### config.mk
export PLATFORM = sky130hd
export DESIGN_NAME = remote_var_transaction_queue
export DESIGN_NICKNAME = d
export VERILOG_FILES = /design/src/hw/rtl/rvtq_pkg.sv /design/src/hw/rtl/remote_var_transaction_queue.sv
export SDC_FILE = /design/constraint.sdc
export NUM_CORES = 1
export LEC_CHECK = 0
export ABC_CLOCK_PERIOD_IN_PS = 7800
export BUFFER_PORTS_ARGS = -buffer_cell sky130_fd_sc_hd__clkbuf_2
export CAP_MARGIN = 15
export CORE_MARGIN = 2
export CORE_UTILIZATION = 60
export CTS_BUF_LIST = sky130_fd_sc_hd__clkbuf_8
export CTS_CLUSTER_SIZE = 12
export DETAILED_ROUTE_END_ITERATION = 10
export GPL_ROUTABILITY_DRIVEN = 0
export PLACE_DENSITY = 0.79
export SLEW_MARGIN = 20
export SYNTH_ARGS = -nofsm -noshare
export SYNTH_HDL_FRONTEND = slang
export SYNTH_SLANG_ARGS = --single-unit
### constraint.sdc
create_clock -name clk -period 7.8 [get_ports clk]
set_clock_uncertainty 0.15 [all_clocks]
set_input_delay 0 -clock clk [delete_from_list [all_inputs] [get_ports clk]]
set_output_delay 0 -clock clk [all_outputs]
set_load 0.02 [all_outputs]
### src/hw/rtl/rvtq_pkg.sv
`timescale 1ns / 1ps
// ----------------------------------------------------------------------------
// rvtq_pkg
// Types, codes and sizes shared by the remote variable transaction queue.
// ----------------------------------------------------------------------------
package rvtq_pkg;

  localparam int QDEPTH  = 8;
  localparam int PTR_W   = $clog2(QDEPTH);
  localparam int CNT_W   = $clog2(QDEPTH + 1);
  localparam int CFG_A_W = 2;
  localparam int CFG_D_W = 16;

  // input modes
  localparam logic [2:0] MODE_OPEN  = 3'd0;
  localparam logic [2:0] MODE_CLOSE = 3'd1;
  localparam logic [2:0] MODE_SETR  = 3'd2;
  localparam logic [2:0] MODE_GETR  = 3'd3;
  localparam logic [2:0] MODE_TICK  = 3'd4;
  localparam logic [2:0] MODE_QUERY = 3'd5;

  // transaction states
  localparam logic [2:0] TS_INVALID = 3'd0;
  localparam logic [2:0] TS_SCHED   = 3'd1;
  localparam logic [2:0] TS_WAIT    = 3'd2;
  localparam logic [2:0] TS_RETRY   = 3'd3;
  localparam logic [2:0] TS_TIMEOUT = 3'd4;
  localparam logic [2:0] TS_TXERR   = 3'd5;
  localparam logic [2:0] TS_READY   = 3'd6;
  localparam logic [2:0] TS_ERROR   = 3'd7;

  // configuration register indexes
  localparam logic [CFG_A_W-1:0] CFG_OWN_ADDR = 2'd0;
  localparam logic [CFG_A_W-1:0] CFG_TIMEOUT  = 2'd1;
  localparam logic [CFG_A_W-1:0] CFG_RESEND   = 2'd2;
  localparam logic [CFG_A_W-1:0] CFG_LIMIT    = 2'd3;

  localparam logic [7:0]  RST_OWN_ADDR = 8'd0;
  localparam logic [15:0] RST_TIMEOUT  = 16'd100;
  localparam logic [15:0] RST_RESEND   = 16'd50;
  localparam logic [2:0]  RST_LIMIT    = 3'd5;

  typedef struct packed {
    logic [2:0]  mode;
    logic [7:0]  dest_addr;
    logic [7:0]  var_index;
    logic        dir;
    logic [7:0]  length;
    logic [2:0]  slot;
    logic [15:0] now_ms;
    logic        bus_accepts;
  } in_beat_t;

  typedef struct packed {
    logic        ok;
    logic [2:0]  handle;
    logic [2:0]  txn_state;
    logic        send_valid;
    logic [7:0]  send_src;
    logic [7:0]  send_dest;
    logic        send_kind;
    logic [7:0]  send_index;
    logic [7:0]  send_length;
  } out_beat_t;

  typedef struct packed {
    logic [7:0]  dest;
    logic [7:0]  index;
    logic [7:0]  length;
    logic        dir;
    logic [2:0]  status;
    logic [2:0]  retries;
    logic [15:0] stamp;
  } entry_t;

  function automatic logic [PTR_W-1:0] next_pos(input logic [PTR_W-1:0] p);
    next_pos = (32'(p) == QDEPTH - 1) ? '0 : PTR_W'(32'(p) + 1);
  endfunction

endpackage

### src/hw/rtl/remote_var_transaction_queue.sv
`timescale 1ns / 1ps
// ----------------------------------------------------------------------------
// remote_var_transaction_queue
// Ring of remote get/set transaction descriptors held in one memory.
// ----------------------------------------------------------------------------
// Flow: open, spare modes, query of an unused slot and replies or ticks on an
//   empty ring go straight to the result; reply/tick read the head entry, then
//   modify and write back, query reads its slot; close skips the head, at most QDEPTH.
// One beat at a time: a new beat is taken only once its result is loaded;
//   a stalled output register holds off the next beat.
// Reset: synchronous, active low; pointers, valid bits cleared, config to defaults.
module remote_var_transaction_queue (
  input  logic                          clk,
  input  logic                          rst_n,
  input  logic                          in_valid,
  output logic                          in_ready,
  input  rvtq_pkg::in_beat_t            in_data,
  output logic                          out_valid,
  input  logic                          out_ready,
  output rvtq_pkg::out_beat_t           out_data,
  input  logic                          cfg_we,
  input  logic [rvtq_pkg::CFG_A_W-1:0]  cfg_addr,
  input  logic [rvtq_pkg::CFG_D_W-1:0]  cfg_wdata
);
  import rvtq_pkg::*;

  localparam logic [1:0] S_IDLE = 2'd0;
  localparam logic [1:0] S_SKIP = 2'd1;
  localparam logic [1:0] S_MOD  = 2'd2;
  localparam logic [1:0] S_DONE = 2'd3;

  logic [1:0]        state_r, state_nxt;
  logic [PTR_W-1:0]  wp_r, wp_nxt, rp_r, rp_nxt;
  logic [QDEPTH-1:0] vld_r, vld_nxt;
  logic [CNT_W-1:0]  skip_cnt_r, skip_cnt_nxt;
  in_beat_t          req_r;
  out_beat_t         res_r, res_nxt;
  out_beat_t         out_data_r, out_data_nxt;
  logic              out_valid_r, out_valid_nxt;

  logic [7:0]        own_addr_r;
  logic [15:0]       timeout_r, resend_r;
  logic [2:0]        limit_r;

  entry_t            mem [QDEPTH];
  entry_t            mem_rd_r;
  entry_t            mem_wd;
  logic              mem_we;
  logic [PTR_W-1:0]  mem_wa, mem_ra;

  logic              in_fire;
  logic              empty;
  logic              in_slot_ok;
  logic [PTR_W-1:0]  in_slot_idx, req_slot_idx;
  logic [15:0]       elapsed;
  logic [2:0]        head_status;
  entry_t            e;

  assign in_ready    = (state_r == S_IDLE);
  assign in_fire     = in_valid && in_ready;
  assign empty       = (rp_r == wp_r);
  assign in_slot_ok  = (32'(in_data.slot) < QDEPTH);
  assign in_slot_idx = PTR_W'(in_data.slot);
  assign req_slot_idx = PTR_W'(req_r.slot);
  assign e           = mem_rd_r;
  assign elapsed     = req_r.now_ms - e.stamp;
  assign head_status = vld_r[rp_r] ? e.status : TS_INVALID;
  assign out_valid   = out_valid_r;
  assign out_data    = out_data_r;

  always_comb begin
    state_nxt     = state_r;
    wp_nxt        = wp_r;
    rp_nxt        = rp_r;
    vld_nxt       = vld_r;
    skip_cnt_nxt  = skip_cnt_r;
    res_nxt       = res_r;
    out_data_nxt  = out_data_r;
    out_valid_nxt = out_valid_r && !out_ready;
    mem_we        = 1'b0;
    mem_wa        = rp_r;
    mem_wd        = e;
    mem_ra        = rp_r;

    case (state_r)
      S_IDLE: begin
        if (in_fire) begin
          res_nxt   = '0;
          state_nxt = S_DONE;
          case (in_data.mode)
            MODE_OPEN: begin
              if (next_pos(wp_r) != rp_r) begin
                mem_we          = 1'b1;
                mem_wa          = wp_r;
                mem_wd.dest     = in_data.dest_addr;
                mem_wd.index    = in_data.var_index;
                mem_wd.length   = in_data.length;
                mem_wd.dir      = in_data.dir;
                mem_wd.status   = TS_SCHED;
                mem_wd.retries  = limit_r;
                mem_wd.stamp    = '0;
                vld_nxt[wp_r]   = 1'b1;
                wp_nxt          = next_pos(wp_r);
                res_nxt.ok        = 1'b1;
                res_nxt.handle    = 3'(wp_r);
                res_nxt.txn_state = TS_SCHED;
              end
            end
            MODE_CLOSE: begin
              if (in_slot_ok) begin
                vld_nxt[in_slot_idx] = 1'b0;
              end
              skip_cnt_nxt = '0;
              state_nxt    = S_SKIP;
            end
            MODE_SETR, MODE_GETR, MODE_TICK: begin
              if (!empty) begin
                state_nxt = S_MOD;
              end
            end
            MODE_QUERY: begin
              // invalid slots never hold a stored state, so skip the read
              if (in_slot_ok && vld_r[in_slot_idx]) begin
                mem_ra    = in_slot_idx;
                state_nxt = S_MOD;
              end
            end
            default: begin
              state_nxt = S_DONE;
            end
          endcase
        end
      end
      S_SKIP: begin
        if (32'(skip_cnt_r) == QDEPTH || empty || vld_r[rp_r]) begin
          state_nxt = S_DONE;
        end else begin
          rp_nxt       = next_pos(rp_r);
          skip_cnt_nxt = skip_cnt_r + 1'b1;
        end
      end
      S_MOD: begin
        state_nxt = S_DONE;
        case (req_r.mode)
          MODE_SETR: begin
            mem_we        = 1'b1;
            mem_wd.status = (req_r.var_index == e.index) ? TS_READY : TS_ERROR;
            vld_nxt[rp_r] = 1'b1;
          end
          MODE_GETR: begin
            mem_we        = 1'b1;
            mem_wd.status = (req_r.var_index == e.index && req_r.length == e.length)
                            ? TS_READY : TS_ERROR;
            vld_nxt[rp_r] = 1'b1;
          end
          MODE_TICK: begin
            case (head_status)
              TS_SCHED: begin
                res_nxt.send_valid = 1'b1;
                mem_we        = 1'b1;
                mem_wd.status = req_r.bus_accepts ? TS_WAIT : TS_RETRY;
                mem_wd.stamp  = req_r.now_ms;
              end
              TS_WAIT: begin
                if (elapsed > timeout_r) begin
                  mem_we        = 1'b1;
                  mem_wd.status = TS_TIMEOUT;
                end
              end
              TS_RETRY: begin
                if (elapsed > resend_r) begin
                  mem_we = 1'b1;
                  if (e.retries != 3'd0) begin
                    res_nxt.send_valid = 1'b1;
                    mem_wd.stamp       = req_r.now_ms;
                    if (req_r.bus_accepts) begin
                      mem_wd.status = TS_WAIT;
                    end else begin
                      mem_wd.status  = TS_RETRY;
                      mem_wd.retries = e.retries - 3'd1;
                    end
                  end else begin
                    mem_wd.status = TS_TXERR;
                  end
                end
              end
              default: begin
                mem_we = 1'b0;
              end
            endcase
            if (res_nxt.send_valid) begin
              res_nxt.send_src    = own_addr_r;
              res_nxt.send_dest   = e.dest;
              res_nxt.send_kind   = e.dir;
              res_nxt.send_index  = e.index;
              res_nxt.send_length = e.dir ? e.length : 8'd0;
            end
          end
          MODE_QUERY: begin
            res_nxt.txn_state = vld_r[req_slot_idx] ? e.status : TS_INVALID;
          end
          default: begin
            res_nxt = '0;
          end
        endcase
      end
      S_DONE: begin
        if (!out_valid_r || out_ready) begin
          out_data_nxt  = res_r;
          out_valid_nxt = 1'b1;
          state_nxt     = S_IDLE;
        end
      end
      default: begin
        state_nxt = S_IDLE;
      end
    endcase
  end

  always_ff @(posedge clk) begin
    if (mem_we) begin
      mem[mem_wa] <= mem_wd;
    end
    mem_rd_r <= mem[mem_ra];
  end

  always_ff @(posedge clk) begin
    if (!rst_n) begin
      state_r     <= S_IDLE;
      wp_r        <= '0;
      rp_r        <= '0;
      vld_r       <= '0;
      skip_cnt_r  <= '0;
      out_valid_r <= 1'b0;
      own_addr_r  <= RST_OWN_ADDR;
      timeout_r   <= RST_TIMEOUT;
      resend_r    <= RST_RESEND;
      limit_r     <= RST_LIMIT;
    end else begin
      state_r     <= state_nxt;
      wp_r        <= wp_nxt;
      rp_r        <= rp_nxt;
      vld_r       <= vld_nxt;
      skip_cnt_r  <= skip_cnt_nxt;
      out_valid_r <= out_valid_nxt;
      if (cfg_we) begin
        case (cfg_addr)
          CFG_OWN_ADDR: own_addr_r <= cfg_wdata[7:0];
          CFG_TIMEOUT:  timeout_r  <= cfg_wdata;
          CFG_RESEND:   resend_r   <= cfg_wdata;
          CFG_LIMIT:    limit_r    <= cfg_wdata[2:0];
          default:      own_addr_r <= own_addr_r;
        endcase
      end
    end
  end

  // payload registers, no reset
  always_ff @(posedge clk) begin
    if (in_fire) begin
      req_r <= in_data;
    end
    res_r      <= res_nxt;
    out_data_r <= out_data_nxt;
  end

  // the modify step always directly follows the beat that issued the read
  a_mod_after_fire: assert property (@(posedge clk) disable iff (!rst_n)
    state_r == S_MOD |-> $past(in_fire))
    else $error("modify step without a preceding read");

  // an accepted open on a non-full ring advances the write pointer
  a_open_advances: assert property (@(posedge clk) disable iff (!rst_n)
    (in_fire && in_data.mode == MODE_OPEN && next_pos(wp_r) != rp_r)
      |=> wp_r != $past(wp_r))
    else $error("open did not advance write pointer");

  // memory writes only on open accept or in the modify step
  a_mem_we_src: assert property (@(posedge clk) disable iff (!rst_n)
    mem_we |-> (state_r == S_MOD || (in_fire && in_data.mode == MODE_OPEN)))
    else $error("stray memory write");

  // head skip is bounded by the ring depth
  a_skip_bound: assert property (@(posedge clk) disable iff (!rst_n)
    state_r == S_SKIP |-> 32'(skip_cnt_r) <= QDEPTH)
    else $error("head skip ran past ring depth");

  // a result is only loaded when the output register is free
  a_out_load: assert property (@(posedge clk) disable iff (!rst_n)
    (state_r == S_DONE && out_valid_r && !out_ready) |=> state_r == S_DONE)
    else $error("result dropped while output busy");

endmodule
==> impl_metrics.csv, run 1 <==
group,metric,value,unit
synth,seq_area_frac_synth,0.676,
critical_path,rr_endpoint,"mem[5][1]",
synth,yosysTopAreaCellShare,0.588,
timing,drv_slew,0,
floorplan,die_h,210,µm
critical_path,crit_path_end_kind,"flip-flop",
drt,drtPass1Iterations,5,
critical_path,worst_ep_arrival_time,6470,ps
synth,postSynthAreaPerCell,14.3,µm²
timing,setup_viol,0,
layout,area_growth_syn_to_layout,17.0,%
place,place_worst_setup_slack,1660,ps
synth,synth_fp_nets,1911,
synth,synth_warnings,0,
synth,synth_flop_cell,"edfxtp_1",
min_path,min-delay-path-class,"in2reg",
power,internal_power,5.91,mW
min_path,min_path_cells,4,
critical_path,reg2reg_depth,20,
synth,synthSimpleGateAreaFrac,0.0826,
timing,fmax,0.158,GHz
timing,hold_viol,0,
critical_path,slowest_stage,"a21oi_4",
layout,fin_cells,2664,
floorplan,io_pins,114,
outcome,status,"complete, no violations",
clocking,tritoncts_num_sinks,608,
power,powerDensity,276,mW/mm²
min_path,holdPathEnd,"timeout_r[7]",
synth,synth_area_leaders,"edfxtp_1 59%, dfxtp_1 8.8%, mux2i_1 6.5%",
critical_path,crit_fanout,27,
global_routing,grt_pass1_vias,16300,
clocking,clock_latency,710,ps
power,p_sw,2.27,mW
synth,syn-instance-count,1780,
critical_path,cp.required,7960,ps
synth,synth_seq_cells,608,
drt,drc,0,
synth,muxShareOfSynthArea,0.0720,
power,ir_worst_vdd,0.160,mV
layout,antenna_cells,0,
synth,yosys.area_share.xor_xnor,0.0121,
power,clkPwrFrac,0.331,
clocking,cts-resized-gates,0,
critical_path,r2r-start,"req_r[1]",
drt,routedWlPerCell,21.9,µm
critical_path,crit_type,"reg2reg",
timing,relSlewSlack,0.250,
drt,drtIter0Drc,1783,
synth,synthTopCellsByCount,"497 x edfxtp_1, 247 x nand2_1, 164 x mux2i_1",
critical_path,critPathBufInv,3,
critical_path,cpPeakStageDelay,690,ps
synth,async_reset_ff_frac,0,
floorplan,initial_core_util,0.606,
global_routing,antenna_found_initial,0,
timing,worst_pin_slew,1120,ps
clocking,cts_buffers,93,
timing,rsz0062_at_grt,"no",
layout,drive_gt1_frac,0.160,
global_routing,grt_pass1_wl,90400,µm
drt,vias_per_cell,6.03,
clocking,post_cts_buffers,0,
critical_path,rrSetupSlack,1490,ps
clocking,cts_tree,"done",
power,switching_share,0.278,
timing,period_minus_slack,6310,ps
clocking,cts_root_buf,"clkbuf_8",
global_routing,grt-ovfl-total,0,
power,p_leak,10.5,nW
drt,wl,58300,µm
floorplan,die_area,0.0439,mm²
timing,fin_ws,1490,ps
timing,setup_tns,0,ps
min_path,min_from,"cfg_wdata[7]",
critical_path,worstSetupStartpointType,"flip-flop",
synth,yosys.area.top_type,"edfxtp_1",
clocking,htreeDepth,3,
synth,yosysMostFrequentCell,"edfxtp_1",
synth,netlist_area,0.0254,mm²
global_routing,track_usage,0.268,
global_routing,grt_start_max_net_pins,110,
synth,synth-adder-area-share,0.0299,
clocking,clk_pin_slew,60,ps
floorplan,rows,75,
critical_path,cpLargestDelayFamily,"compound AO/OA/AOI/OAI gates",
synth,synth-edff-count,497,
place,dp.cells,2363,
power,power,8.18,mW
synth,ys_types,68,
floorplan,core,0.0419,mm²
synth,synth_top_family_by_area,"compound AO/OA/AOI/OAI gates",
power,p_seq_frac,0.498,
floorplan,die_w,210,µm
power,pwr-share-comb,0.171,
timing,min_period_over_period,0.809,
clocking,clockBufferDepth,3,
critical_path,path_cells,"inv_1 > ha_1 > fa_1 > nor2b_1 > o21ai_0 > a21oi_1 > o41ai_1 > o21ai_0 > o22ai_1 > xnor2_1 > ha_1 > nand4_1 > nor4_1 > a21boi_1 > a2111oi_2 > nor3_1 > o311ai_1 > buf_4 > a21oi_4 > buf_4",
place,io_buffers,113,
drt,ant_nets,0,
layout,nets,2177,
drt,dr_total_vias,16100,
synth,synth_compound_area_frac,0.0971,
place,hpwl,33800,µm
flow_run,max-cap-violations,0,
[cell type report]
cell class	instances	area [µm²]
Sequential cell	608	17100
Fill cell	2654	12200
Multi-Input combinational cell	1013	7640
Timing Repair Buffer	265	2040
Clock buffer	102	1400
Tap cell	539	674
Clock inverter	72	543
Inverter	65	244
[through the flow]
| step | util | hold WS [ps] | instance area (µm²) |
|---|---|---|---|
| finish | 0.709 | 33.5 | 29700 |
| floorplan | - | -51.1 | 25400 |
| global placement | 0.632 | 30.4 | 26500 |
| global route | 0.709 | 42.0 | 29700 |
| CTS | 0.709 | 2.87 | 29700 |
| detailed placement | 0.633 | 35.1 | 26500 |
[routing by layer]
layer | up-vias | global-route usage | part of all wire
li1 | 7288 | - | -
met3 | 128 | 0.0486 | 0.071
met1 | 7995 | 0.364 | 0.42
met4 | 0 | 0.0995 | 0.028
met5 | - | 0 | 0
met2 | 657 | 0.436 | 0.48
[worst min-delay path, cell delays in order]
cell	delay, ps
dlygate4sd3_1	540
clkbuf_2	140
nand2_1	60
a21boi_0	60
[cell usage in the layout (no fill, tap or decap), types with 19 or more instances in the layout]
cell type	netlist	final
edfxtp_1	497	497
nand2_1	247	247
mux2i_1	164	163
dlygate4sd3_1	0	127
clkbuf_2	0	112
dfxtp_1	111	111
clkbuf_8	0	102
inv_1	65	101
a32o_1	62	62
ha_1	59	58
a21oi_1	43	35
nor2_1	36	34
nor2b_1	34	32
a21boi_0	32	31
a221oi_2	30	30
o21ai_0	31	29
xnor2_1	26	26
and3_1	25	25
buf_4	10	24
and2_1	20	19
[registers in the layout (all words and copies together), names as in the netlist, 4 cells and up]
register    flops
skip_cnt_r      4
own_addr_r      8
res_r          41
resend_r       16
out_data       41
e              47
mem           376
vld_r           8
req_r          36
timeout_r      16
[power groups by stage]
| stage | clock (mW) | sequential (mW) | combinational, mW |
|---|---|---|---|
| after floorplan | 0 | 4.13 | 0.864 |
| after global placement | 0 | 4.12 | 1.26 |
| after detailed placement | 0 | 4.14 | 1.31 |
| after CTS | 2.74 | 4.07 | 1.37 |
| after global routing | 2.88 | 4.10 | 1.54 |
| final | 2.71 | 4.07 | 1.40 |
[timing repair]
item                                    CTS  global route
endpoints found under the setup margin    0             0
endpoints found under the hold margin   321             0
hold buffers                            127             0
[worst max-delay path by stage]
stage | start | end | slack [ps] | depth (start not counted)
global placement | req_r[1] | mem[5][4] | 1920 | 20
finish | req_r[1] | mem[5][1] | 1490 | 20
CTS | req_r[1] | mem[5][1] | 1630 | 20
floorplan | req_r[3] | res_r[0] | 1140 | 16
global route | req_r[1] | mem[5][1] | 1140 | 20
detailed placement | req_r[1] | mem[5][2] | 1660 | 20
[kinds of logic (layout without fill, tap and decap cells)]
family,Yosys count,in the layout
AOI/OAI and AO/OA,293,293
muxes,177,177
adders and majority gates,60,60
xor gates and xnor gates,35,35
DFF,608,608
buffers and inverters,159,504
and+or+nand+nor,448,448
No activity file was read; power rests on OpenSTA's default activity.
==> run 2, diff against run 1 <==
Settings changed: ABC_AREA from default to 1, ABC_CLOCK_PERIOD_IN_PS 7800 to 6500.
Clock period 7.8 ns to 6.5 ns, I/O delays scaled along.
==> run 2 against run 1 <==
Against the previous run:
- routed wire length is 4.2% higher
- area after synthesis grew 4.0%
- die area rose by 3.9%
- non-clock buffer count down 3
==> impl_metrics.csv, run 2 <==
group,metric,value,unit
critical_path,worstSetupStartpointType,"flip-flop",
clocking,htreeDepth,3,
timing,min_period_over_period,0.892,
global_routing,track_usage,0.274,
global_routing,grt.busiest_layer,"met2",
timing,relSlewSlack,0.353,
clocking,post_cts_buffers,0,
synth,synth_seq_cells,608,
clocking,clk_pin_slew,60,ps
synth,synth-edff-count,497,
clocking,cts_tree,"done",
power,clkPwrFrac,0.255,
timing,fmax,0.172,GHz
global_routing,use_met3,0.0455,
synth,synth_area_leaders,"edfxtp_1 57%, nand2_1 8.9%, dfxtp_1 8.4%",
global_routing,antenna_found_initial,0,
drt,drtIter0Drc,1730,
timing,hold_viol,0,
layout,seq_area,0.0171,mm²
critical_path,crit_type,"reg2reg",
min_path,min-delay-path-class,"in2reg",
power,switching_share,0.342,
timing,rsz0062_at_grt,"no",
critical_path,r2r-start,"req_r[3]",
floorplan,die_h,214,µm
place,place_worst_setup_slack,1080,ps
critical_path,crit_path_end_kind,"flip-flop",
synth,async_reset_ff_frac,0,
clocking,clock_latency,700,ps
synth,syn-instance-count,2483,
power,powerDensity,391,mW/mm²
synth,yosysMostFrequentCell,"nand2_1",
synth,yosysTopAreaCellShare,0.566,
drt,ant_nets,0,
drt,drtPass1Iterations,6,
synth,synth_fp_nets,2614,
drt,routedWlPerCell,17.8,µm
synth,yosys.area.top_type,"edfxtp_1",
floorplan,io_pins,114,
floorplan,rows,76,
layout,nets,2869,
power,p_seq_frac,0.452,
layout,area_growth_syn_to_layout,15.9,%
synth,synth_warnings,0,
place,io_buffers,113,
timing,whs,37.5,ps
min_path,holdPathEnd,"out_valid",
critical_path,crit_start,"req_r[3]",
global_routing,grt_use_met1,0.343,
synth,synth_flop_cell,"edfxtp_1",
synth,synthTopCellsByCount,"623 x nand2_1, 497 x edfxtp_1, 384 x inv_1",
clocking,clockBufferDepth,3,
synth,ys_types,42,
critical_path,worst_ep_arrival_time,5940,ps
synth,seq_area_frac_synth,0.650,
drt,dr_total_vias,18700,
layout,multiInputGateArea,0.00738,mm²
power,pwr-share-comb,0.292,
clocking,tritoncts_num_sinks,608,
timing,fin_ws,700,ps
clocking,cts_root_buf,"clkbuf_8",
synth,postSynthAreaPerCell,10.6,µm²
place,hpwl,36500,µm
timing,period_minus_slack,5800,ps
timing,drv_slew,0,
drt,vias_per_cell,5.49,
outcome,status,"complete, no violations",
floorplan,initial_core_util,0.610,
global_routing,global_route.usage.met2,0.479,
global_routing,grt_pass1_wl,96300,µm
layout,drive_gt1_frac,0.107,
critical_path,rr_endpoint,"mem[5][46]",
global_routing,grt_start_max_net_pins,114,
layout,final_common_cell,"nand2_1",
timing,worst_pin_slew,960,ps
layout,largest_reg_flops,376,
layout,mostFrequentLayoutCells,"623 x nand2_1, 497 x edfxtp_1, 430 x inv_1",
timing,setup_tns,0,ps
layout,fill_cells,3000,
drt,wl,60700,µm
timing,setup_viol,0,
power,power,11.9,mW
power,internal_power,7.85,mW
floorplan,die_area,0.0456,mm²
critical_path,rrSetupSlack,700,ps
critical_path,reg2reg_depth,20,
critical_path,cp.required,6640,ps
layout,regMostFlops,"mem",
global_routing,grt_pass1_vias,18700,
min_path,min_path_cells,5,
global_routing,grt-ovfl-total,0,
drt,drc,0,
min_path,min_from,"out_ready",
layout,antenna_cells,0,
synth,netlist_area,0.0264,mm²
floorplan,core,0.0433,mm²
power,p_leak,12.7,nW
floorplan,die_w,214,µm
power,p_sw,4.08,mW
critical_path,crit_fanout,47,
clocking,cts_buffers,97,
flow_run,max-cap-violations,0,
power,ir_worst_vdd,0.236,mV
-- run 2: cell types whose count changed in the layout (fill, tap and decap cells not counted), moves of 62 or more --
| cell | delta |
|---|---|
| nand2_1 | +376 |
| inv_1 | +329 |
| o211ai_1 | +179 |
| mux2i_1 | -163 |
| nor2_1 | +88 |
| o21ai_0 | +78 |
| a21oi_1 | +71 |
| a32o_1 | -62 |
-- run 2: metrics by stage --
step                 util  cell area (µm²)  cells
detailed placement  0.635            27500   3099
CTS                 0.706            30500   3405
floorplan               -            26400   2483
global placement    0.635            27500   3099
finish              0.706            30600   3405
global route        0.706            30600   3405
-- run 2: routing by layer --
layer / share of wire / up-vias
li1: - / 8914
met4: 0.030 / 0
met3: 0.063 / 158
met2: 0.50 / 698
met1: 0.40 / 8931
met5: 0 / -
-- run 2: final cells by class --
type,count,area share
Clock inverter,70,0.00999
Tap cell,585,0.0240
Sequential cell,608,0.561
Timing Repair Buffer,262,0.0654
Inverter,390,0.0479
Clock buffer,111,0.0500
Multi-Input combinational cell,1379,0.242
-- run 2: kinds of logic (layout without fill, tap and decap cells) --
| group | after synthesis | in the layout | share of synthesized area |
|---|---|---|---|
| AO/OA/AOI/OAI | 456 | 456 | 0.110 |
| XOR/XNOR | 33 | 33 | 0.0110 |
| adder cells (fa/ha/maj) | 60 | 60 | 0.0288 |
| buffers and inverters | 496 | 833 | 0.0753 |
| flip-flops | 608 | 608 | 0.650 |
| AND/OR/NAND/NOR | 830 | 830 | 0.124 |
-- run 2: what timing repair did --
action,CTS,global route
gates resized for setup,0,0
hold buffers,125,0
hold endpoints to repair,357,0
-- run 2: worst max-delay path, cell delays in order (launching register included) --
cell and delay [ps]:
edfxtp_1 390, ha_1 370, a21oi_1 180, nand2_1 90
a21oi_1 230, o21ai_0 210, a21boi_0 470, o21ai_0 260
xor2_1 220, ha_1 340, nand2_1 60, inv_1 70
nand3_1 70, nor3_1 210, nand2_1 80, nand2_1 80
nand3_1 160, nand3_1 130, nand3_1 580, a21oi_4 350
buf_4 670
-- run 2: how the worst max path moves through the flow --
stage          slack [ps]         end  depth (start not counted)
3_5_place_dp         1080  mem[5][41]                         20
5_1_grt               260  mem[5][46]                         20
4_1_cts               990  mem[5][39]                         20
3_3_place_gp         1210  mem[5][42]                         20
6_report              700  mem[5][46]                         20
2_1_floorplan         490   mem[0][0]                         19
-- run 2: power by group through the flow --
stage / clock network [mW] / logic (mW) / registers, mW
after floorplan: 0 / 2.29 / 5.46
after global placement: 0 / 3.16 / 5.46
after detailed placement: 0 / 3.32 / 5.47
after CTS: 3.09 / 3.40 / 5.40
after global routing: 3.25 / 3.88 / 5.44
final: 3.05 / 3.49 / 5.40
==> run 3, diff against run 2 <==
Settings changed: ABC_CLOCK_PERIOD_IN_PS 6500 to 6800.
Clock period 6.5 ns to 6.8 ns, I/O delays scaled along.
==> run 3 against run 2 <==
Against the previous run:
- count of clock-buffer cells in the layout rose by 1
- final area rose by 0.57%
- die area did not move
- sequential share of layout area fell by 0.32 points
- critical endpoint is now mem[0][45]
- largest cell class unchanged
- largest power group unchanged
==> impl_metrics.csv, run 3 (synthesis results as in run 2) <==
group,metric,value,unit
outcome,status,"complete, no violations",
global_routing,track_usage,0.272,
global_routing,grt_pass1_wl,95700,µm
timing,rsz0062_at_grt,"no",
drt,ant_nets,0,
floorplan,initial_core_util,0.610,
timing,fmax,0.177,GHz
drt,vias_per_cell,5.51,
min_path,min_from,"cfg_wdata[6]",
layout,final_common_cell,"nand2_1",
timing,setup_viol,0,
floorplan,rows,76,
floorplan,die_area,0.0456,mm²
critical_path,r2r-start,"req_r[1]",
global_routing,grt-ovfl-total,0,
timing,drv_slew,0,
timing,worst_pin_slew,980,ps
drt,wl,61100,µm
timing,min_period_over_period,0.831,
timing,setup_tns,0,ps
power,powerDensity,381,mW/mm²
min_path,min-delay-path-class,"in2reg",
critical_path,path_cells,"inv_1 > ha_1 > fa_1 > inv_1 > a31oi_1 > o211ai_1 > a21boi_0 > o21ai_0 > xor2_1 > ha_1 > nand2_1 > nor3_1 > nand2_1 > nand2_1 > nand3_1 > nand3_1 > nand3_1 > a21oi_4 > buf_12",
global_routing,grt_pass1_vias,18700,
clocking,cts-resized-gates,0,
power,ir_worst_vdd,0.205,mV
drt,drtPass1Iterations,5,
layout,drive_gt1_frac,0.114,
timing,period_minus_slack,5650,ps
timing,relSlewSlack,0.347,
critical_path,worstSetupStartpointType,"flip-flop",
power,power,11.7,mW
power,p_leak,12.7,nW
critical_path,crit_type,"reg2reg",
floorplan,core,0.0433,mm²
layout,fill_cells,2875,
drt,routedWlPerCell,18.0,µm
critical_path,cpPeakStageDelay,730,ps
place,io_buffers,113,
critical_path,crit_fanout,35,
drt,dr_total_vias,18700,
clocking,cts_root_buf,"clkbuf_8",
floorplan,die_w,214,µm
clocking,clockBufferDepth,3,
critical_path,slowest_stage,"a21oi_4",
clocking,cts_buffers,95,
floorplan,die_h,214,µm
critical_path,cp.required,6990,ps
layout,mostFrequentLayoutCells,"623 x nand2_1, 497 x edfxtp_1, 405 x inv_1",
layout,area_growth_syn_to_layout,16.5,%
layout,largest_reg_flops,376,
clocking,htreeDepth,3,
clocking,clock_latency,690,ps
clocking,cts_tree,"done",
flow_run,max-cap-violations,0,
clocking,tritoncts_num_sinks,608,
drt,drtIter0Drc,1688,
global_routing,grt_start_max_net_pins,108,
drt,drc,0,
critical_path,crit_path_end_kind,"flip-flop",
critical_path,crit_start,"req_r[1]",
place,hpwl,35300,µm
global_routing,antenna_found_initial,1,
layout,nets,2861,
floorplan,io_pins,114,
layout,regMostFlops,"mem",
critical_path,worst_ep_arrival_time,5840,ps
timing,hold_viol,0,
clocking,clk_pin_slew,60,ps
==> run 3: changes by cell type in the layout (fill, tap and decap cells not counted), moves of 2 or more <==
cell and delta:
inv_8 +3, inv_1 -25, dlygate4sd3_1 -2, clkinv_2 +11, buf_4 -5, bufinv_16 +5
==> run 3: final cells by class <==
type | instances | area (µm²) | area share
timing repair buffer | 256 | 1960 | 0.0638
clock buffer | 112 | 1540 | 0.0502
multi-input combinational | 1379 | 7380 | 0.240
clock inverter | 67 | 499 | 0.0162
antenna | 1 | 2.50 | 0.0000814
inverter | 390 | 1460 | 0.0476
sequential | 608 | 17100 | 0.558
tap | 585 | 732 | 0.0238
==> run 3: worst paths after layout <==
path         depth (start not counted)       endpoint  slack [ps]
max                                 19     mem[0][45]        1150
min                                  4  own_addr_r[6]          50
max reg2reg                         19     mem[0][45]        1150
min reg2reg                          0    out_data[6]         250
==> run 3: timing repair <==
action | CTS | global route
hold buffers | 123 | 0
setup buffers | 0 | 0
endpoints found under the hold margin | 357 | 0
==> run 3: stage by stage <==
stage,setup slack (ps),cell area [µm²],hold slack (ps),cells,utilization
final,1150,30700,47.1,3398,0.710
after global routing,799,30700,75.3,3398,0.710
after CTS,1330,30700,2.00,3397,0.710
after detailed placement,1360,27400,29.1,3095,0.634
after global placement,1510,27400,27.2,3095,0.634
after floorplan,790,26400,-51.1,2483,-
==> run 3: worst max-delay path: cells and delay by family, from the launching register on <==
family	cells	cell delay, ps
compound gates	5	1910
simple gates	7	1430
fa+ha+maj	3	770
buf+inv	3	480
flops	1	360
xor+xnor	1	220
==> run 3: metal layers <==
layer,GRT usage,up-vias,wire length (µm)
met2,0.466,814,30100
met5,0,-,0
met4,0.119,0,1980
met3,0.0450,146,4410
met1,0.342,8864,24600
li1,-,8905,-
==> run 3: power breakdown <==
group / internal [mW] / switching, mW / leakage [nW]
sequential: 4.96 / 0.196 / 5.45
combinational: 1.02 / 2.28 / 6.12
clock: 1.76 / 1.48 / 1.14
